==> config.mk <==
export PLATFORM = sky130hd
export DESIGN_NAME = websocket_frame_deframer_top
export DESIGN_NICKNAME = d
export VERILOG_FILES = /design/src/rtl/wsfd_pkg.sv /design/src/rtl/websocket_frame_deframer_top.sv
export SDC_FILE = /design/constraint.sdc
export NUM_CORES = 1
export LEC_CHECK = 0
export BUFFER_PORTS_ARGS = -buffer_cell sky130_fd_sc_hd__buf_2
export CAP_MARGIN = 20
export CORE_ASPECT_RATIO = 0.5
export CORE_MARGIN = 2
export CORE_UTILIZATION = 57
export CTS_CLUSTER_SIZE = 24
export DETAILED_ROUTE_END_ITERATION = 6
export PLACE_DENSITY = 0.77
export SETUP_SLACK_MARGIN = 0.4
export SYNTH_ARGS = -nofsm -noshare
export SYNTH_HDL_FRONTEND = slang
export SYNTH_SLANG_ARGS = --single-unit
==> constraint.sdc <==
create_clock -name clk_i -period 5.38 [get_ports clk_i]
set_clock_uncertainty 0.1 [all_clocks]
set_input_delay 0.269 -clock clk_i [delete_from_list [all_inputs] [get_ports clk_i]]
set_output_delay 0.269 -clock clk_i [all_outputs]
set_load 0.01 [all_outputs]
==> src/rtl/wsfd_pkg.sv <==
// ----------------------------------------------------------------------------
// wsfd_pkg
// Shared types and constants of the websocket frame deframer: parser phase
// codes, frame opcodes, length escapes and result event kinds.
// ----------------------------------------------------------------------------
package wsfd_pkg;

  // Parser phase codes
  localparam logic [2:0] PH_HDR0 = 3'd0;
  localparam logic [2:0] PH_HDR1 = 3'd1;
  localparam logic [2:0] PH_EXT  = 3'd2;
  localparam logic [2:0] PH_MASK = 3'd3;
  localparam logic [2:0] PH_PAY  = 3'd4;

  // Frame opcodes
  localparam logic [3:0] OP_CONT   = 4'h0;
  localparam logic [3:0] OP_TEXT   = 4'h1;
  localparam logic [3:0] OP_BINARY = 4'h2;
  localparam logic [3:0] OP_CLOSE  = 4'h8;
  localparam logic [3:0] OP_PING   = 4'h9;

  // Seven-bit length escapes and the byte counts they announce
  localparam logic [6:0] LEN_ESC16  = 7'd126;
  localparam logic [6:0] LEN_ESC64  = 7'd127;
  localparam logic [3:0] EXT16_BYTES = 4'd2;
  localparam logic [3:0] EXT64_BYTES = 4'd8;
  localparam logic [3:0] MASK_BYTES  = 4'd4;

  // Close code bytes collected before saturation
  localparam logic [1:0] CLOSE_CODE_BYTES = 2'd2;

  // Event kinds
  localparam logic [2:0] EV_TEXT_BYTE   = 3'd0;
  localparam logic [2:0] EV_TEXT_END    = 3'd1;
  localparam logic [2:0] EV_BINARY_REJ  = 3'd2;
  localparam logic [2:0] EV_MASKED_REJ  = 3'd3;
  localparam logic [2:0] EV_CLOSE       = 3'd4;
  localparam logic [2:0] EV_SEND_PONG   = 3'd5;

  typedef struct packed {
    logic [2:0]  kind;
    logic [7:0]  data;
    logic        has_byte;
    logic        eom;
    logic [15:0] code;
  } result_t;

endpackage

==> src/rtl/websocket_frame_deframer_top.sv <==
// ----------------------------------------------------------------------------
// websocket_frame_deframer_top
// Receive-side websocket frame parser. Takes one received byte per
// transaction and gives at most one event per byte.
// ----------------------------------------------------------------------------
// Usage:
//   Input channel: rx_byte_i with in_valid_i / in_stall_o. A transaction
//   happens on a rising edge with in_valid_i high and in_stall_o low.
//   Output channel: event_kind_o, data_byte_o, has_byte_o, end_of_message_o,
//   close_code_o with out_valid_o / out_stall_i, same rule.
//   Each byte updates the header/payload parser in the cycle it is taken;
//   the event it causes (if any) goes to the output register, or to the skid
//   register while the receiver stalls. Throughput is one byte per cycle while
//   in_stall_o is low; the parser is a single registered step per byte, with
//   the 64-bit remaining length decrement and zero test as its longest path.
//   When the receiver stalls, the output register holds its event and one
//   more event goes to a skid register; in_stall_o rises only while the
//   skid register is full, so at most two events are buffered.
//   Reset (rst_ni low, asynchronous) returns the parser to the first header
//   byte, clears held opcode and length state and empties both registers.
// ----------------------------------------------------------------------------
module websocket_frame_deframer_top (
  input  logic        clk_i,
  input  logic        rst_ni,
  input  logic        in_valid_i,
  output logic        in_stall_o,
  input  logic [7:0]  rx_byte_i,
  output logic        out_valid_o,
  input  logic        out_stall_i,
  output logic [2:0]  event_kind_o,
  output logic [7:0]  data_byte_o,
  output logic        has_byte_o,
  output logic        end_of_message_o,
  output logic [15:0] close_code_o
);

  logic [2:0]  phase_q, phase_d;
  logic        final_q, final_d;
  logic [3:0]  op_q, op_d;
  logic [3:0]  held_q, held_d;
  logic        masked_q, masked_d;
  logic [3:0]  hbc_q, hbc_d;
  logic [63:0] rem_q, rem_d;
  logic [15:0] cc_q, cc_d;
  logic [1:0]  pidx_q, pidx_d;

  wsfd_pkg::result_t ev, out_q, skid_q;
  logic ev_valid;
  logic out_valid_q, skid_valid_q;
  logic in_acc;
  logic out_free;

  assign in_stall_o = skid_valid_q;
  assign in_acc     = in_valid_i && !in_stall_o;
  assign out_free   = !out_valid_q || !out_stall_i;

  always_comb begin
    logic do_after;
    logic do_finish;
    logic do_end;
    logic last;
    logic [3:0] eff;

    phase_d   = phase_q;
    final_d   = final_q;
    op_d      = op_q;
    held_d    = held_q;
    masked_d  = masked_q;
    hbc_d     = hbc_q;
    rem_d     = rem_q;
    cc_d      = cc_q;
    pidx_d    = pidx_q;
    ev        = '0;
    ev_valid  = 1'b0;
    do_after  = 1'b0;
    do_finish = 1'b0;
    do_end    = 1'b0;
    last      = (rem_q[63:1] == 63'd0);
    eff       = op_q;

    if (in_acc) begin
      case (phase_q)
        wsfd_pkg::PH_HDR1: begin
          masked_d = rx_byte_i[7];
          rem_d    = '0;
          if (rx_byte_i[6:0] == wsfd_pkg::LEN_ESC16) begin
            hbc_d   = wsfd_pkg::EXT16_BYTES;
            phase_d = wsfd_pkg::PH_EXT;
          end else if (rx_byte_i[6:0] == wsfd_pkg::LEN_ESC64) begin
            hbc_d   = wsfd_pkg::EXT64_BYTES;
            phase_d = wsfd_pkg::PH_EXT;
          end else begin
            rem_d    = {57'd0, rx_byte_i[6:0]};
            do_after = 1'b1;
          end
        end
        wsfd_pkg::PH_EXT: begin
          rem_d = {rem_q[55:0], rx_byte_i};
          hbc_d = hbc_q - 4'd1;
          if (hbc_q == 4'd1) do_after = 1'b1;
        end
        wsfd_pkg::PH_MASK: begin
          hbc_d = hbc_q - 4'd1;
          if (hbc_q == 4'd1) do_finish = 1'b1;
        end
        wsfd_pkg::PH_PAY: begin
          rem_d = rem_q - {63'd0, (rem_q != 64'd0)};
          if (masked_q) begin
            // drop masked payload silently
            if (last) phase_d = wsfd_pkg::PH_HDR0;
          end else if (op_q == wsfd_pkg::OP_TEXT) begin
            if (last) phase_d = wsfd_pkg::PH_HDR0;
            ev_valid    = 1'b1;
            ev.kind     = wsfd_pkg::EV_TEXT_BYTE;
            ev.data     = rx_byte_i;
            ev.has_byte = 1'b1;
            ev.eom      = last && final_q;
          end else begin
            if (op_q == wsfd_pkg::OP_CLOSE && pidx_q < wsfd_pkg::CLOSE_CODE_BYTES) begin
              if (pidx_q == 2'd0) cc_d = {rx_byte_i, 8'd0};
              else                cc_d = cc_q | {8'd0, rx_byte_i};
              pidx_d = pidx_q + 2'd1;
            end
            if (last) do_end = 1'b1;
          end
        end
        default: begin
          final_d = rx_byte_i[7];
          op_d    = rx_byte_i[3:0];
          phase_d = wsfd_pkg::PH_HDR1;
        end
      endcase

      if (do_after) begin
        if (masked_d) begin
          phase_d = wsfd_pkg::PH_MASK;
          hbc_d   = wsfd_pkg::MASK_BYTES;
        end else begin
          do_finish = 1'b1;
        end
      end

      if (do_finish) begin
        if (masked_d) begin
          phase_d  = (rem_d != 64'd0) ? wsfd_pkg::PH_PAY : wsfd_pkg::PH_HDR0;
          ev_valid = 1'b1;
          ev.kind  = wsfd_pkg::EV_MASKED_REJ;
        end else begin
          eff = op_q;
          if (op_q != wsfd_pkg::OP_CONT) begin
            cc_d   = '0;
            pidx_d = '0;
          end
          if (final_q) begin
            // final continuation takes the held opcode and ends the message
            if (op_q == wsfd_pkg::OP_CONT && held_q != wsfd_pkg::OP_CONT) begin
              eff    = held_q;
              held_d = wsfd_pkg::OP_CONT;
            end
          end else begin
            if (held_q == wsfd_pkg::OP_CONT) held_d = op_q;
            else if (op_q == wsfd_pkg::OP_CONT) eff = held_q;
          end
          op_d = eff;
          if (rem_d == 64'd0) do_end = 1'b1;
          else                phase_d = wsfd_pkg::PH_PAY;
        end
      end

      if (do_end) begin
        phase_d = wsfd_pkg::PH_HDR0;
        if (final_q) begin
          case (op_d)
            wsfd_pkg::OP_TEXT: begin
              ev_valid = 1'b1;
              ev.kind  = wsfd_pkg::EV_TEXT_END;
              ev.eom   = 1'b1;
            end
            wsfd_pkg::OP_BINARY: begin
              ev_valid = 1'b1;
              ev.kind  = wsfd_pkg::EV_BINARY_REJ;
              ev.eom   = 1'b1;
            end
            wsfd_pkg::OP_CLOSE: begin
              ev_valid = 1'b1;
              ev.kind  = wsfd_pkg::EV_CLOSE;
              ev.eom   = 1'b1;
              ev.code  = cc_d;
            end
            wsfd_pkg::OP_PING: begin
              ev_valid = 1'b1;
              ev.kind  = wsfd_pkg::EV_SEND_PONG;
              ev.eom   = 1'b1;
            end
            default: ev_valid = 1'b0;
          endcase
        end
      end
    end
  end

  always_ff @(posedge clk_i or negedge rst_ni) begin
    if (!rst_ni) begin
      phase_q  <= wsfd_pkg::PH_HDR0;
      final_q  <= 1'b0;
      op_q     <= wsfd_pkg::OP_CONT;
      held_q   <= wsfd_pkg::OP_CONT;
      masked_q <= 1'b0;
      hbc_q    <= '0;
      rem_q    <= '0;
      cc_q     <= '0;
      pidx_q   <= '0;
    end else begin
      phase_q  <= phase_d;
      final_q  <= final_d;
      op_q     <= op_d;
      held_q   <= held_d;
      masked_q <= masked_d;
      hbc_q    <= hbc_d;
      rem_q    <= rem_d;
      cc_q     <= cc_d;
      pidx_q   <= pidx_d;
    end
  end

  // Output register plus skid register
  always_ff @(posedge clk_i or negedge rst_ni) begin
    if (!rst_ni) begin
      out_valid_q  <= 1'b0;
      skid_valid_q <= 1'b0;
    end else if (out_free) begin
      if (skid_valid_q) begin
        out_valid_q  <= 1'b1;
        skid_valid_q <= 1'b0;
      end else begin
        out_valid_q <= ev_valid;
      end
    end else if (ev_valid) begin
      skid_valid_q <= 1'b1;
    end
  end

  always_ff @(posedge clk_i) begin
    if (out_free) begin
      if (skid_valid_q) out_q <= skid_q;
      else if (ev_valid) out_q <= ev;
    end else if (ev_valid) begin
      skid_q <= ev;
    end
  end

  assign out_valid_o      = out_valid_q;
  assign event_kind_o     = out_q.kind;
  assign data_byte_o      = out_q.data;
  assign has_byte_o       = out_q.has_byte;
  assign end_of_message_o = out_q.eom;
  assign close_code_o     = out_q.code;

  // Skid register only fills behind a full output register
  assert property (@(posedge clk_i) disable iff (!rst_ni)
    skid_valid_q |-> out_valid_q)
    else $error("skid register full while output register empty");

  // Extended length and mask key phases always have bytes left to take
  assert property (@(posedge clk_i) disable iff (!rst_ni)
    (phase_q == wsfd_pkg::PH_EXT || phase_q == wsfd_pkg::PH_MASK) |-> (hbc_q != 4'd0))
    else $error("header byte count empty in a counted header phase");

  // Masked payload never produces an event
  assert property (@(posedge clk_i) disable iff (!rst_ni)
    (in_acc && phase_q == wsfd_pkg::PH_PAY && masked_q) |-> !ev_valid)
    else $error("event produced from masked payload");

  // A stalled output keeps its event and the skid register catches the next one
  assert property (@(posedge clk_i) disable iff (!rst_ni)
    (out_valid_q && out_stall_i && ev_valid) |=> (skid_valid_q && out_valid_q))
    else $error("event lost while output stalled");

endmodule

== Yosys cells after proc, flatten, opt, wreduce, memory -nomap -nowiden ==
Index checks and enable logic that the tools add are counted.
Word-level totals
  flip-flop bits (word level): 159
  input port bits: 12
  output and inout port bits: 31
  word-level logic and storage cells: 164
Operators by class
  $add $sub $neg: 3
  $lt $le $gt $ge: 1
  eq/ne operators: 14
  multiplexer cells: 94
  bitwise logic cells: 4
  reduce and logical (&&, ||, !) cells: 27
Operators with widths (count)
  $pmux 64 s3: 1
  $mux 16: 9
  $reduce_bool 64->1: 2
  $mux 29: 3
  $logic_not 64->1: 1
  $mux 64: 1
  $sub 64x1->64: 1
  $logic_not 63->1: 1
  $mux 4: 15
  $mux 3: 16
  $mux 17: 2
  $mux 1: 31
  $mux 10: 3
  $or 16x8->16: 1
  $eq 7x7->1 const B: 2
  $mux 2: 7
  $mux 7: 2
  $eq 4x1->1 const B: 3
  $eq 4x4->1 const B: 3
  $pmux 3 s4: 1
  $pmux 3 s3: 1
  $logic_not 4->1: 2
  $pmux 4 s2: 1
  $reduce_bool 4->1: 2
  other kinds (19): 32

== Logic depth before layout (Yosys ltp) ==
Gate-level depths: netlist of run 1.
  depth in word-level cells: 17
  depth in mapped cells: 20
  gate-level depth less buffers: 18

== Least setup slack after synthesis of run 1 ==
No wires, ideal clock.
  path type: flip-flop to flip-flop
  start point: register rem_q[44]
  end point: register out_q, in the netlist close_code_o[0], enable pin
  library setup time: 0.389 ns
  data arrival time: 5.213 ns
  data required time: 4.891 ns
  slack: -0.322 ns
  cell stages (with the launch flop): 19
  path buffers: 1
  period minus slack after synthesis: 5.702 ns
  cell sequence: dfrtp_1 > clkbuf_1 > nor4_1 > nand4_1 > or2_2 > nor4_1 > nand2_1 > ha_1 > ha_1 > or3b_1 > nor3_1 > a311o_1 > or4_1 > or4_4 > nor4_4 > nand4_1 > o21ai_1 > a31o_1 > and2_1
Between the ends
  word-level cells in the longest chain between the ends: 13
  elaborated cells on any way between the ends: 18
  classes of those cells: 1 x add/sub; 12 x mux; 5 x reduce/logical
RTL lines
  from (decl): RTL line websocket_frame_deframer_top.sv:43  | logic [63:0] rem_q, rem_d;
  from (signal assigned): RTL line websocket_frame_deframer_top.sv:220  | rem_q <= rem_d;
  $reduce_bool 64->1 / $logic_not 63->1 (equally long branches): RTL line websocket_frame_deframer_top.sv:107, websocket_frame_deframer_top.sv:78
  $sub 64x1->64 / $mux 1 (equally long branches): RTL line websocket_frame_deframer_top.sv:107, websocket_frame_deframer_top.sv:124
  $pmux 64 s3 / $mux 1 (equally long branches): RTL line websocket_frame_deframer_top.sv:82, websocket_frame_deframer_top.sv:111
  $mux 64 / $mux 1 (equally long branches): RTL line websocket_frame_deframer_top.sv:81, websocket_frame_deframer_top.sv:108
  $logic_not 64->1 / $mux 1 (equally long branches): RTL line websocket_frame_deframer_top.sv:165, websocket_frame_deframer_top.sv:82
  $mux 1: RTL line websocket_frame_deframer_top.sv:165  | if (rem_d == 64'd0) do_end = 1'b1;
  $mux 1: RTL line websocket_frame_deframer_top.sv:144  | if (masked_d) begin
  $mux 1 *: RTL line websocket_frame_deframer_top.sv:143  | if (do_finish) begin
  $mux 1 *: RTL line websocket_frame_deframer_top.sv:81  | if (in_acc) begin
  $mux 1 *: RTL line websocket_frame_deframer_top.sv:170  | if (do_end) begin
  $mux 1 *: RTL line websocket_frame_deframer_top.sv:81
  $reduce_bool 2->1 (no source line) *
  $reduce_and 2->1 (no source line) *
  to (signal assigned): RTL line websocket_frame_deframer_top.sv:245  | if (skid_valid_q) out_q <= skid_q;
  to (signal assigned): RTL line websocket_frame_deframer_top.sv:246  | else if (ev_valid) out_q <= ev;
  to (decl): RTL line websocket_frame_deframer_top.sv:47  | wsfd_pkg::result_t ev, out_q, skid_q;
Every way passes the cells marked *; elsewhere a longest branch is shown, timed or not. The select of a mux whose other input is x is not followed.
A chain may end at the register's enable or synchronous reset.

== Worst setup path after layout of run 1 ==
  start point: register rem_q[2]
  end point: register out_q, in the netlist data_byte_o[5], enable pin
Same word-level chain as after synthesis.

==> flow_summary.yaml, run 1 <==
yosys:
  synth_top_cell_by_area: "sky130_fd_sc_hd__dfrtp_1"
  netlist-cell-type-count: 84
  synth_top_cell_area_share_pct: 24.1
  ys_async_sr_fraction_pct: 63.5
  synth.avg_cell_area_sq_um: 8.60
  syn-cell-area_sq_mm: 0.0105
  ys.flop_type: "sky130_fd_sc_hd__dfrtp_1"
  postSynthCellCount: 1222
  synth_edf_count: 58
  synth_seq_cells: 159
  ranking_of_synthesized_cells_by_area: "sky130_fd_sc_hd__dfrtp_1 (24%), sky130_fd_sc_hd__edfxtp_1 (17%), sky130_fd_sc_hd__nand2_1 (6.1%), sky130_fd_sc_hd__o21ai_0 (4.0%), sky130_fd_sc_hd__nor2_1 (3.2%)"
  syn_nets: 1240
  yosysSeqAreaShare_pct: 40.6
  yosys_warnings: 0
sta:
  period_minus_slack_ns: 5.16
  hold_violations: 0
  setup_slack_ns: 0.223
  max-slew-margin-rel_pct: 32.4
  final.period_utilization_pct: 95.9
  report.final.setup_viol: 0
  hold-worst-slack_ns: 0.0350
  fmax_ghz: 0.194
  tightest_slew_ns: 1.01
  rsz0062_at_grt: "true"
  number_of_slew_limit_violations_in_the_final_report: 0
setup_path:
  critical_path.max_stage_delay_ns: 0.42
  timing.critical_path.from: "rem_q[2]$_DFFE_PN0P_"
  gate_family_responsible_for_the_most_delay_along_the_worst_path: "simple AND/OR/NAND/NOR gates"
  crit_chain: "or3_4 > nor3_2 > nand2_1 > nor4_4 > nand2_2 > ha_4 > buf_4 > buf_4 > nand4_1 > nor2_2 > and3_1 > o22ai_1 > nand4_1 > nor4_4 > nand4_1 > buf_6 > o21ai_4 > a31o_1 > and2_4 > clkbuf_16"
  worst_r2r_path_depth: 20
  worst_path_max_delay_cell: "sky130_fd_sc_hd__dfrtp_1"
  crit_path_start_kind: "register"
  rr_endpoint: "data_byte_o[5]$_DFFE_PP_"
  critPathArrivalTime_ns: 5.23
  timing.rr.start: "rem_q[2]$_DFFE_PN0P_"
  setup.worst_path.end_class: "register"
  timing.critical_path.required_ns: 5.45
  worst-path-max-fanout: 7
  criticalPathCategory: "register to register"
  critical_path_buf_inv_count: 4
  reg2reg_setup_slack_ns: 0.22
  worst_path_most_repeated_cell: "sky130_fd_sc_hd__nand4_1"
route:
  routed_wire_length_per_instance_um: 25.8
  vias_per_cell: 7.10
  antenna_left: 0
  drt_drc_violations_left: 29
  finalWirelength_um: 40900
  drt_pre_antenna_iters: 7
  initialDrtViolationCount: 1911
  routed-via-count: 11274
power:
  power_density_mw_per_mm2: 619
  netSwitchingFraction_pct: 49.7
  total_power_mw: 8.02
  seqPwrFrac_pct: 21.7
  p_int_mw: 4.03
  net-switching-power_mw: 3.99
  power.share.combinational_pct: 61.0
  leakage_power_of_the_design_nw: 5.37
  power.ir.vdd_worst_mv: 0.314
  clk_pwr_share_pct: 17.3
hold_path:
  worstHoldStart: "out_stall_i"
  whs_endpoint: "out_valid_o$_DFFE_PN0N_"
  worstHoldPathType: "input pin to register"
  hold_depth: 3
grt:
  grt_start_max_net_pins: 71
  globalRouteTotalUtil_pct: 40.9
  grt_pass1_vias: 10368
  globalRoute.totalOverflow: 0
  number_of_antenna_violations_at_the_first_check_in_global_routing: 2
  grt_first_pass_wirelength_um: 60800
die:
  die_width_um: 196
  floorplan.io_pins: 43
  fp.dieH_um: 100
  initial_utilization_pct: 57.7
  placementRows: 35
  die-area_sq_mm: 0.0196
  core_area_sq_mm: 0.0182
clock_tree:
  tritoncts: "built"
  cts_htree_levels: 4
  max-clock-path-buffers: 2
  cts_root_buffer: "sky130_fd_sc_hd__clkbuf_16"
  cts_buffers: 17
  cts_num_sinks: 159
  clk_latency_ns: 0.45
  worst_setup_hold_path_clk_slew_ns: 0.08
placement:
  placement.setup.worst_slack_ns: -0.295
  place_congestion: 1.08
  dp.final_hpwl_um: 26700
  port-buffer-count: 42
run:
  maxCapViolCount: 0
finish:
  design.final.nets: 1353
  final_layout_size_suffix_gt1_share_pct: 24.6
  num_antenna_cells: 0
  syn_to_final_growth_pct: 23.3
run_status:
  violations: "design-rule violations"
  status: "finished, violations left"
-- through the flow --
step / area, sq um / utilization (%) / cells / TNS, ns
after floorplan: 10600 / - / 1222 / 0
after CTS: 12700 / 69.5 / 1576 / 0
final: 13000 / 71.1 / 1587 / 0
after detailed placement: 11700 / 64.1 / 1527 / -13.33
after global placement: 11700 / 64.1 / 1527 / -16.33
after global routing: 13000 / 71.1 / 1587 / 0
-- cells by family after synthesis --
family / share of synthesized area (%)
compound gates: 22.3
xor+xnor: 1.92
fa+ha+maj: 1.67
buf+inv: 4.64
flops: 40.6
mux: 1.07
simple gates: 27.8
-- registers in the layout (all words and copies together), names as in the netlist --
register / count
data_byte_o: 8
held_q: 4
event_kind_o: 3
masked_q: 1
in_stall_o: 1
cc_q: 16
final_q: 1
rem_q: 64
out_valid_o: 1
pidx_q: 2
end_of_message_o: 1
op_q: 4
hbc_q: 4
has_byte_o: 1
skid_q: 29
close_code_o: 16
phase_q: 3
-- power by group through the flow --
stage	registers [mW]	clock network (mW)	logic, mW
6_report	1.74	1.39	4.89
5_1_grt	1.77	1.42	5.06
4_1_cts	1.73	1.37	4.48
3_5_place_dp	1.74	0	4.35
3_3_place_gp	1.73	0	4.33
2_1_floorplan	1.68	0	2.70
-- cell type report --
| type | count | area (sq um) |
|---|---|---|
| well taps | 240 | 300 |
| clock buffers | 17 | 425 |
| repair buffers | 196 | 1580 |
| clock inverters | 14 | 216 |
| fillers | 1367 | 5260 |
| flip-flops and latches | 159 | 4270 |
| multi-input cells | 942 | 6090 |
| inverters | 19 | 71.3 |
-- worst register-to-register path: cells and delay by family (launching register included) --
kind	cells	cell delay, ns
adders and majority gates	1	0.19
buffers and inverters	4	0.63
DFF	1	0.42
and+or+nand+nor	12	2.94
AOI/OAI and AO/OA	3	0.59
-- timing repair --
item,CTS,global route
pin swaps,12,23
hold buffers,1,0
gates cloned,4,2
resized for setup,21,41
buffers inserted,13,8
hold endpoints to repair,42,0
setup endpoints to repair,101,101
-- layer usage --
layer / track usage, % / share of wire [%] / vias to the layer above
li1: - / - / 4810
met3: 12.1 / 14 / 197
met4: 19.3 / 5.0 / 0
met5: 0 / 0 / -
met2: 62.0 / 43 / 991
met1: 54.3 / 38 / 5276
-- Yosys cell counts, types with 17 or more instances --
cell,n
sky130_fd_sc_hd__a21o_1,20
sky130_fd_sc_hd__a21oi_1,65
sky130_fd_sc_hd__a22o_1,21
sky130_fd_sc_hd__and2_1,17
sky130_fd_sc_hd__clkbuf_1,78
sky130_fd_sc_hd__dfrtp_1,101
sky130_fd_sc_hd__edfxtp_1,58
sky130_fd_sc_hd__inv_1,19
sky130_fd_sc_hd__nand2_1,172
sky130_fd_sc_hd__nand3_1,26
sky130_fd_sc_hd__nand4_1,33
sky130_fd_sc_hd__nor2_1,89
sky130_fd_sc_hd__nor3_1,33
sky130_fd_sc_hd__nor4_1,44
sky130_fd_sc_hd__o21ai_0,85
-- placed cells by master, fill, tap and decap left out, drive strengths merged, types with 17 or more instances in the layout --
master / Yosys / routed
a21o: 20 / 20
nand4: 33 / 33
edfxtp: 58 / 58
and2: 17 / 17
nand2: 173 / 173
nand3: 27 / 28
o21ai: 100 / 100
a21oi: 73 / 73
buf: 24 / 193
dfrtp: 101 / 101
nor3: 36 / 36
a22o: 21 / 21
clkbuf: 79 / 19
inv: 19 / 27
nor4: 57 / 57
nor2: 89 / 89
-- how the worst max path moves through the flow --
stage          cells past startpoint                          to  slack, ns
2_1_floorplan                     17   close_code_o[0]$_DFFE_PP_       0.43
3_3_place_gp                      18  close_code_o[15]$_DFFE_PP_      -0.33
3_5_place_dp                      18    data_byte_o[4]$_DFFE_PP_      -0.30
4_1_cts                           19         skid_q[8]$_DFFE_PP_       0.29
5_1_grt                           19   close_code_o[4]$_DFFE_PP_       0.09
6_report                          20    data_byte_o[5]$_DFFE_PP_       0.22
No activity file was read; power rests on OpenSTA's default activity.
==> run 2: changes to the inputs <==
- ABC_AREA: default -> 1
==> run 2 against run 1 <==
  * The flow now finishes without violations
  * Critical path depth grew 6
  * Global-route usage fell by 8.6 points
  * First-iteration DRC count decreased by 51%
  * Non-clock buffer count shrank 141
  * Die area up 0.37%
  * Synthesized cell count grew 29%
  * Via count is 6.4% lower
  * Final cell count rose by 17%
  * Core utilization down 7.9 points
  * Wire length shrank 25%
  * Cell area decreased by 11%
==> flow_summary.yaml, run 2 <==
run_status:
  status: "finished, final reports clean"
grt:
  globalRoute.totalOverflow: 0
  grt_most_used_layer: "met2"
  grt_start_max_net_pins: 88
  number_of_antenna_violations_at_the_first_check_in_global_routing: 1
  use_met3_pct: 6.15
  grt_pass1_vias: 9660
  globalRouteTotalUtil_pct: 32.2
  met2_usage_pct: 53.8
  met1_usage_grt_pct: 41.9
  grt_first_pass_wirelength_um: 49200
setup_path:
  worst-path-max-fanout: 29
  timing.critical_path.required_ns: 5.41
  timing.rr.start: "rem_q[18]$_DFFE_PN0P_"
  criticalPathCategory: "register to register"
  critPathArrivalTime_ns: 4.62
  reg2reg_setup_slack_ns: 0.79
  setup.worst_path.end_class: "register"
  timing.critical_path.from: "rem_q[18]$_DFFE_PN0P_"
  crit_path_start_kind: "register"
clock_tree:
  max-clock-path-buffers: 2
  cts_num_sinks: 159
  cts_root_buffer: "sky130_fd_sc_hd__clkbuf_16"
  cts_htree_levels: 4
  cts_buffers: 17
  worst_setup_hold_path_clk_slew_ns: 0.08
  clk_latency_ns: 0.45
  tritoncts: "built"
finish:
  layout_commonest_cell: "sky130_fd_sc_hd__nand2_1"
  filler_cell_count: 1603
  fin_cells: 1856
  final_layout_size_suffix_gt1_share_pct: 9.23
  final_cell_mix: "sky130_fd_sc_hd__nand2_1 (511), sky130_fd_sc_hd__nor2_1 (209), sky130_fd_sc_hd__inv_1 (187)"
  registers.top_by_ff_count: "rem_q"
  syn_to_final_growth_pct: 9.50
  design.final.nets: 1620
  biggestRegsByFlops: "rem_q x64, skid_q x29"
  max_ffs_per_register: 64
die:
  fp.dieH_um: 100
  placementRows: 35
  die_width_um: 196
  die-area_sq_mm: 0.0197
  floorplan.io_pins: 43
  core_area_sq_mm: 0.0183
  initial_utilization_pct: 57.8
placement:
  placed_cells: 1821
  port-buffer-count: 42
  place_congestion: 0.965
  dp.final_hpwl_um: 22400
sta:
  setup-tns-final_ns: 0
  report.final.setup_viol: 0
  number_of_slew_limit_violations_in_the_final_report: 0
  fmax_ghz: 0.218
  tightest_slew_ns: 0.870
  hold_violations: 0
  max-slew-margin-rel_pct: 42.0
  period_minus_slack_ns: 4.59
  final.period_utilization_pct: 85.3
  rsz0062_at_grt: "false"
route:
  antenna_left: 0
  finalWirelength_um: 30800
  initialDrtViolationCount: 933
  vias_per_cell: 5.69
  drt_drc_violations_left: 0
  drt_pre_antenna_iters: 6
  routed_wire_length_per_instance_um: 16.6
  routed-via-count: 10558
yosys:
  syn-cell-area_sq_mm: 0.0105
  combinational_family_with_the_most_area_after_synthesis: "simple AND/OR/NAND/NOR gates"
  ys.flop_type: "sky130_fd_sc_hd__dfrtp_1"
  synth_compound_area_share_pct: 11.9
  synthSimpleGateAreaFrac_pct: 37.7
  postSynthCellCount: 1575
  netlist-cell-type-count: 43
  ranking_of_synthesized_cells_by_area: "sky130_fd_sc_hd__dfrtp_1 (24%), sky130_fd_sc_hd__nand2_1 (18%), sky130_fd_sc_hd__edfxtp_1 (17%), sky130_fd_sc_hd__nor2_1 (7.5%), sky130_fd_sc_hd__inv_1 (6.7%)"
  yosys_warnings: 0
  synth_adder_area_share_pct: 0.712
  synth_top_cell_by_area: "sky130_fd_sc_hd__dfrtp_1"
  cell_with_the_most_instances_after_synthesis: "sky130_fd_sc_hd__nand2_1"
  synth_seq_cells: 159
  yosysSeqAreaShare_pct: 40.5
  synth_top_cell_area_share_pct: 24.0
  synth_edf_count: 58
  ys_async_sr_fraction_pct: 63.5
  synthTopCellsByCount: "sky130_fd_sc_hd__nand2_1 (511), sky130_fd_sc_hd__nor2_1 (211), sky130_fd_sc_hd__inv_1 (187), sky130_fd_sc_hd__o21ai_0 (138), sky130_fd_sc_hd__nand3_1 (130)"
  syn_nets: 1593
  synth_xor_area_share_pct: 0
  post_synth_mux_area_share_pct: 0
  synth.avg_cell_area_sq_um: 6.70
hold_path:
  worstHoldPathType: "input pin to register"
  worstHoldStart: "out_stall_i"
run:
  maxCapViolCount: 0
-- run 2: final timing paths --
| check | end | cells past startpoint |
|---|---|---|
| max | close_code_o[8]$_DFFE_PP_ | 26 |
| min | out_valid_o$_DFFE_PN0N_ | 3 |
| max reg2reg | close_code_o[8]$_DFFE_PP_ | 26 |
| min reg2reg | cc_q[11]$_DFFE_PN0P_ | 2 |
| max in group asynchronous | cc_q[6]$_DFFE_PN0P_ | 3 |
| min in group asynchronous | rem_q[32]$_DFFE_PN0P_ | 2 |
-- run 2: metal layers --
layer / part of all wire (%) / vias up / wire length, um
met4: 3.4 / 0 / 1040
li1: - / 5151 / -
met2: 47 / 479 / 14300
met1: 43 / 4847 / 13100
met3: 7.4 / 81 / 2280
met5: 0 / - / 0
-- run 2: cell families (layout without fill, tap and decap cells) --
| family | after synthesis | in the layout |
|---|---|---|
| and+or+nand+nor | 934 | 934 |
| buffers and inverters | 249 | 289 |
| adders and majority gates | 6 | 6 |
| other | 0 | 1 |
| AOI/OAI and AO/OA | 227 | 227 |
| DFF | 159 | 159 |
-- run 2: area by class of cell --
type                    count  area, sq um  area share [%]
well taps                 240          300            2.60
repair buffers             55          325            2.82
diodes                      1         2.50          0.0217
multi-input cells        1167         5320            46.0
clock buffers              18          429            3.72
flip-flops and latches    159         4270            37.0
inverters                 202          761            6.59
clock inverters            14          146            1.27
-- run 2: metrics by stage --
| step | instance area [sq um] | setup slack [ns] | hold WS [ns] | utilization [%] |
|---|---|---|---|---|
| 3_5_place_dp | 10900 | 0.755 | 0.246 | 59.9 |
| 3_3_place_gp | 10900 | 0.714 | 0.249 | 59.9 |
| 4_1_cts | 11500 | 0.703 | 0.0339 | 63.1 |
| 5_1_grt | 11500 | 0.398 | 0.0546 | 63.2 |
| 6_report | 11600 | 0.790 | 0.0342 | 63.3 |
| 2_1_floorplan | 10500 | 0.469 | -0.127 | - |
-- run 2: critical path: stages (launching register included) --
cell	delay (ns)
sky130_fd_sc_hd__dfrtp_1	0.46
sky130_fd_sc_hd__nor2_1	0.22
sky130_fd_sc_hd__nand2_1	0.17
sky130_fd_sc_hd__nor2_2	0.19
sky130_fd_sc_hd__nand4_1	0.11
sky130_fd_sc_hd__nor4_1	0.19
sky130_fd_sc_hd__nand2_1	0.13
sky130_fd_sc_hd__ha_1	0.22
sky130_fd_sc_hd__ha_1	0.22
sky130_fd_sc_hd__nand2_2	0.16
sky130_fd_sc_hd__nor2_8	0.08
sky130_fd_sc_hd__nand2_4	0.12
sky130_fd_sc_hd__a21oi_1	0.07
sky130_fd_sc_hd__o21ai_0	0.13
sky130_fd_sc_hd__nand3_1	0.13
sky130_fd_sc_hd__nor2_1	0.12
sky130_fd_sc_hd__nand2_1	0.10
sky130_fd_sc_hd__nor2_1	0.11
sky130_fd_sc_hd__nand2_1	0.09
sky130_fd_sc_hd__nor2_1	0.21
sky130_fd_sc_hd__nand3_2	0.14
sky130_fd_sc_hd__nand2_4	0.11
sky130_fd_sc_hd__nand2_1	0.06
sky130_fd_sc_hd__nand2_1	0.06
sky130_fd_sc_hd__nand2_1	0.11
sky130_fd_sc_hd__a21oi_2	0.21
sky130_fd_sc_hd__buf_8	0.24
-- run 2: what timing repair did --
item                                   4_1_cts  5_1_grt
hold buffers                                 1        0
endpoints found under the hold margin       46        0
resized for setup                            0        6
setup endpoints to repair                    0       58
setup buffers                                0        0
Power of run 2 is not shown: default switching activity piles up to over one toggle a cycle in this logic, so the estimate is an artifact.
==> run 3: changes to the inputs <==
- CORE_UTILIZATION: 57 -> 60
- PLACE_DENSITY: 0.77 -> 0.78
- clock period: 5.38 -> 5.3 ns (I/O delays scaled with it)
==> run 3 against run 2 <==
  * The flow now finishes with violations (design-rule violations)
  * Wire length grew 3.4%
  * Hold slack lost 0.0045 ns
  * Cell area grew 0.29%
  * First-iteration DRC count grew 32%
  * Sequential cell count is the same
  * Global-route usage grew 3.3 points
  * Clock-buffer cell count is the same
  * Via count grew 1.3%
==> flow_summary.yaml, run 3 (synthesis results as in run 2) <==
setup_path:
  timing.rr.start: "rem_q[18]$_DFFE_PN0P_"
  rr_endpoint: "data_byte_o[3]$_DFFE_PP_"
  timing.critical_path.required_ns: 5.34
  worst_r2r_path_depth: 28
  timing.critical_path.from: "rem_q[18]$_DFFE_PN0P_"
  reg2reg_setup_slack_ns: 0.73
  criticalPathCategory: "register to register"
  worst_path_most_repeated_cell: "sky130_fd_sc_hd__nand2_1"
  setup.worst_path.end_class: "register"
  critical_path.max_stage_delay_ns: 0.45
  critPathArrivalTime_ns: 4.61
  crit_path_start_kind: "register"
  worst-path-max-fanout: 29
  worst_path_max_delay_cell: "sky130_fd_sc_hd__dfrtp_1"
  critical_path.endpoint: "data_byte_o[3]$_DFFE_PP_"
sta:
  number_of_slew_limit_violations_in_the_final_report: 0
  final.period_utilization_pct: 86.2
  max-slew-margin-rel_pct: 36.0
  hold_violations: 0
  report.final.setup_viol: 0
  rsz0062_at_grt: "false"
  fmax_ghz: 0.219
  setup-tns-final_ns: 0
  period_minus_slack_ns: 4.57
  tightest_slew_ns: 0.959
die:
  die_width_um: 192
  initial_utilization_pct: 61.1
  core_area_sq_mm: 0.0173
  fp.dieH_um: 97.8
  floorplan.io_pins: 43
  die-area_sq_mm: 0.0187
  placementRows: 34
clock_tree:
  max-clock-path-buffers: 2
  worst_setup_hold_path_clk_slew_ns: 0.07
  clk_latency_ns: 0.45
  cts_buffers: 17
  cts_num_sinks: 159
  tritoncts: "built"
  cts_root_buffer: "sky130_fd_sc_hd__clkbuf_16"
  cts_htree_levels: 4
  post-cts-setup-buffer-count: 0
finish:
  design.final.nets: 1621
  max_ffs_per_register: 64
  biggestRegsByFlops: "rem_q x64, skid_q x29"
  layout_commonest_cell: "sky130_fd_sc_hd__nand2_1"
  syn_to_final_growth_pct: 9.82
  filler_cell_count: 1550
  final_layout_size_suffix_gt1_share_pct: 9.59
  final_cell_mix: "sky130_fd_sc_hd__nand2_1 (510), sky130_fd_sc_hd__nor2_1 (206), sky130_fd_sc_hd__inv_1 (187)"
  registers.top_by_ff_count: "rem_q"
  num_antenna_cells: 0
grt:
  grt_first_pass_wirelength_um: 51700
  grt_start_max_net_pins: 102
  grt_pass1_vias: 9989
  number_of_antenna_violations_at_the_first_check_in_global_routing: 0
  globalRoute.totalOverflow: 0
  globalRouteTotalUtil_pct: 35.6
run_status:
  violations: "design-rule violations"
  status: "finished, violations left"
placement:
  dp.final_hpwl_um: 22700
  place_congestion: 0.972
  port-buffer-count: 42
route:
  initialDrtViolationCount: 1236
  routed_wire_length_per_instance_um: 17.2
  vias_per_cell: 5.78
  finalWirelength_um: 31800
  drt_pre_antenna_iters: 7
  drt_drc_violations_left: 5
  antenna_left: 0
  routed-via-count: 10695
hold_path:
  worstHoldStart: "out_stall_i"
  hold_depth: 3
  worstHoldPathType: "input pin to register"
run:
  maxCapViolCount: 0
[run 3: cell types whose count changed in the layout (fill, tap and decap cells not counted), sizes merged]
cell,previous run,this run
buf,54,55
clkinv,6,5
diode,1,0
bufinv,1,2
clkinvlp,2,1
inv,207,208
[run 3: critical path: cells and delay by family (launching register included)]
kind	cells	cell delay (ns)
adders and majority gates	2	0.46
and+or+nand+nor	23	2.70
buffers and inverters	2	0.32
AOI/OAI and AO/OA	1	0.21
DFF	1	0.45
[run 3: metal layers]
| metal | up-vias | global-route usage, % | routed length [um] |
|---|---|---|---|
| met5 | - | 0 | 0 |
| met4 | 0 | 12.6 | 979 |
| met3 | 81 | 5.90 | 2400 |
| met2 | 530 | 57.2 | 14600 |
| met1 | 4941 | 49.1 | 13800 |
| li1 | 5143 | - | - |
[run 3: worst min path at each step]
stage                                   to  slack (ns)
floorplan              cc_q[0]$_DFFE_PN0P_       -0.13
global placement     rem_q[63]$_DFFE_PN0P_        0.19
detailed placement   rem_q[55]$_DFFE_PN0P_        0.19
CTS                 in_stall_o$_DFFE_PN0P_        0.02
global route        in_stall_o$_DFFE_PN0P_        0.04
finish              in_stall_o$_DFFE_PN0P_        0.03
[run 3: area by class of cell]
| cell class | instances | area, sq um | area share [%] |
|---|---|---|---|
| Sequential cell | 159 | 4270 | 36.9 |
| Clock buffer | 18 | 429 | 3.70 |
| Tap cell | 234 | 293 | 2.53 |
| Multi-Input combinational cell | 1167 | 5320 | 45.9 |
| Inverter | 202 | 761 | 6.57 |
| Clock inverter | 14 | 173 | 1.49 |
| Timing Repair Buffer | 56 | 338 | 2.92 |
[run 3: metrics by stage]
stage	instance area [sq um]	instances	worst slack, ns	hold slack, ns	util [%]
after global placement	10900	1816	0.654	0.191	63.3
after CTS	11500	1849	0.481	0.0233	66.9
after global routing	11600	1850	0.392	0.0369	67.1
after detailed placement	10900	1816	0.558	0.192	63.3
after floorplan	10600	1575	0.593	-0.131	-
final	11600	1850	0.732	0.0297	67.1
[run 3: repair_timing]
action | 4_1_cts | 5_1_grt
hold buffers | 1 | 0
endpoints found under the setup margin | 0 | 90
endpoints found under the hold margin | 37 | 0
resized for setup | 0 | 10
Power of run 3 is left out for the same reason.
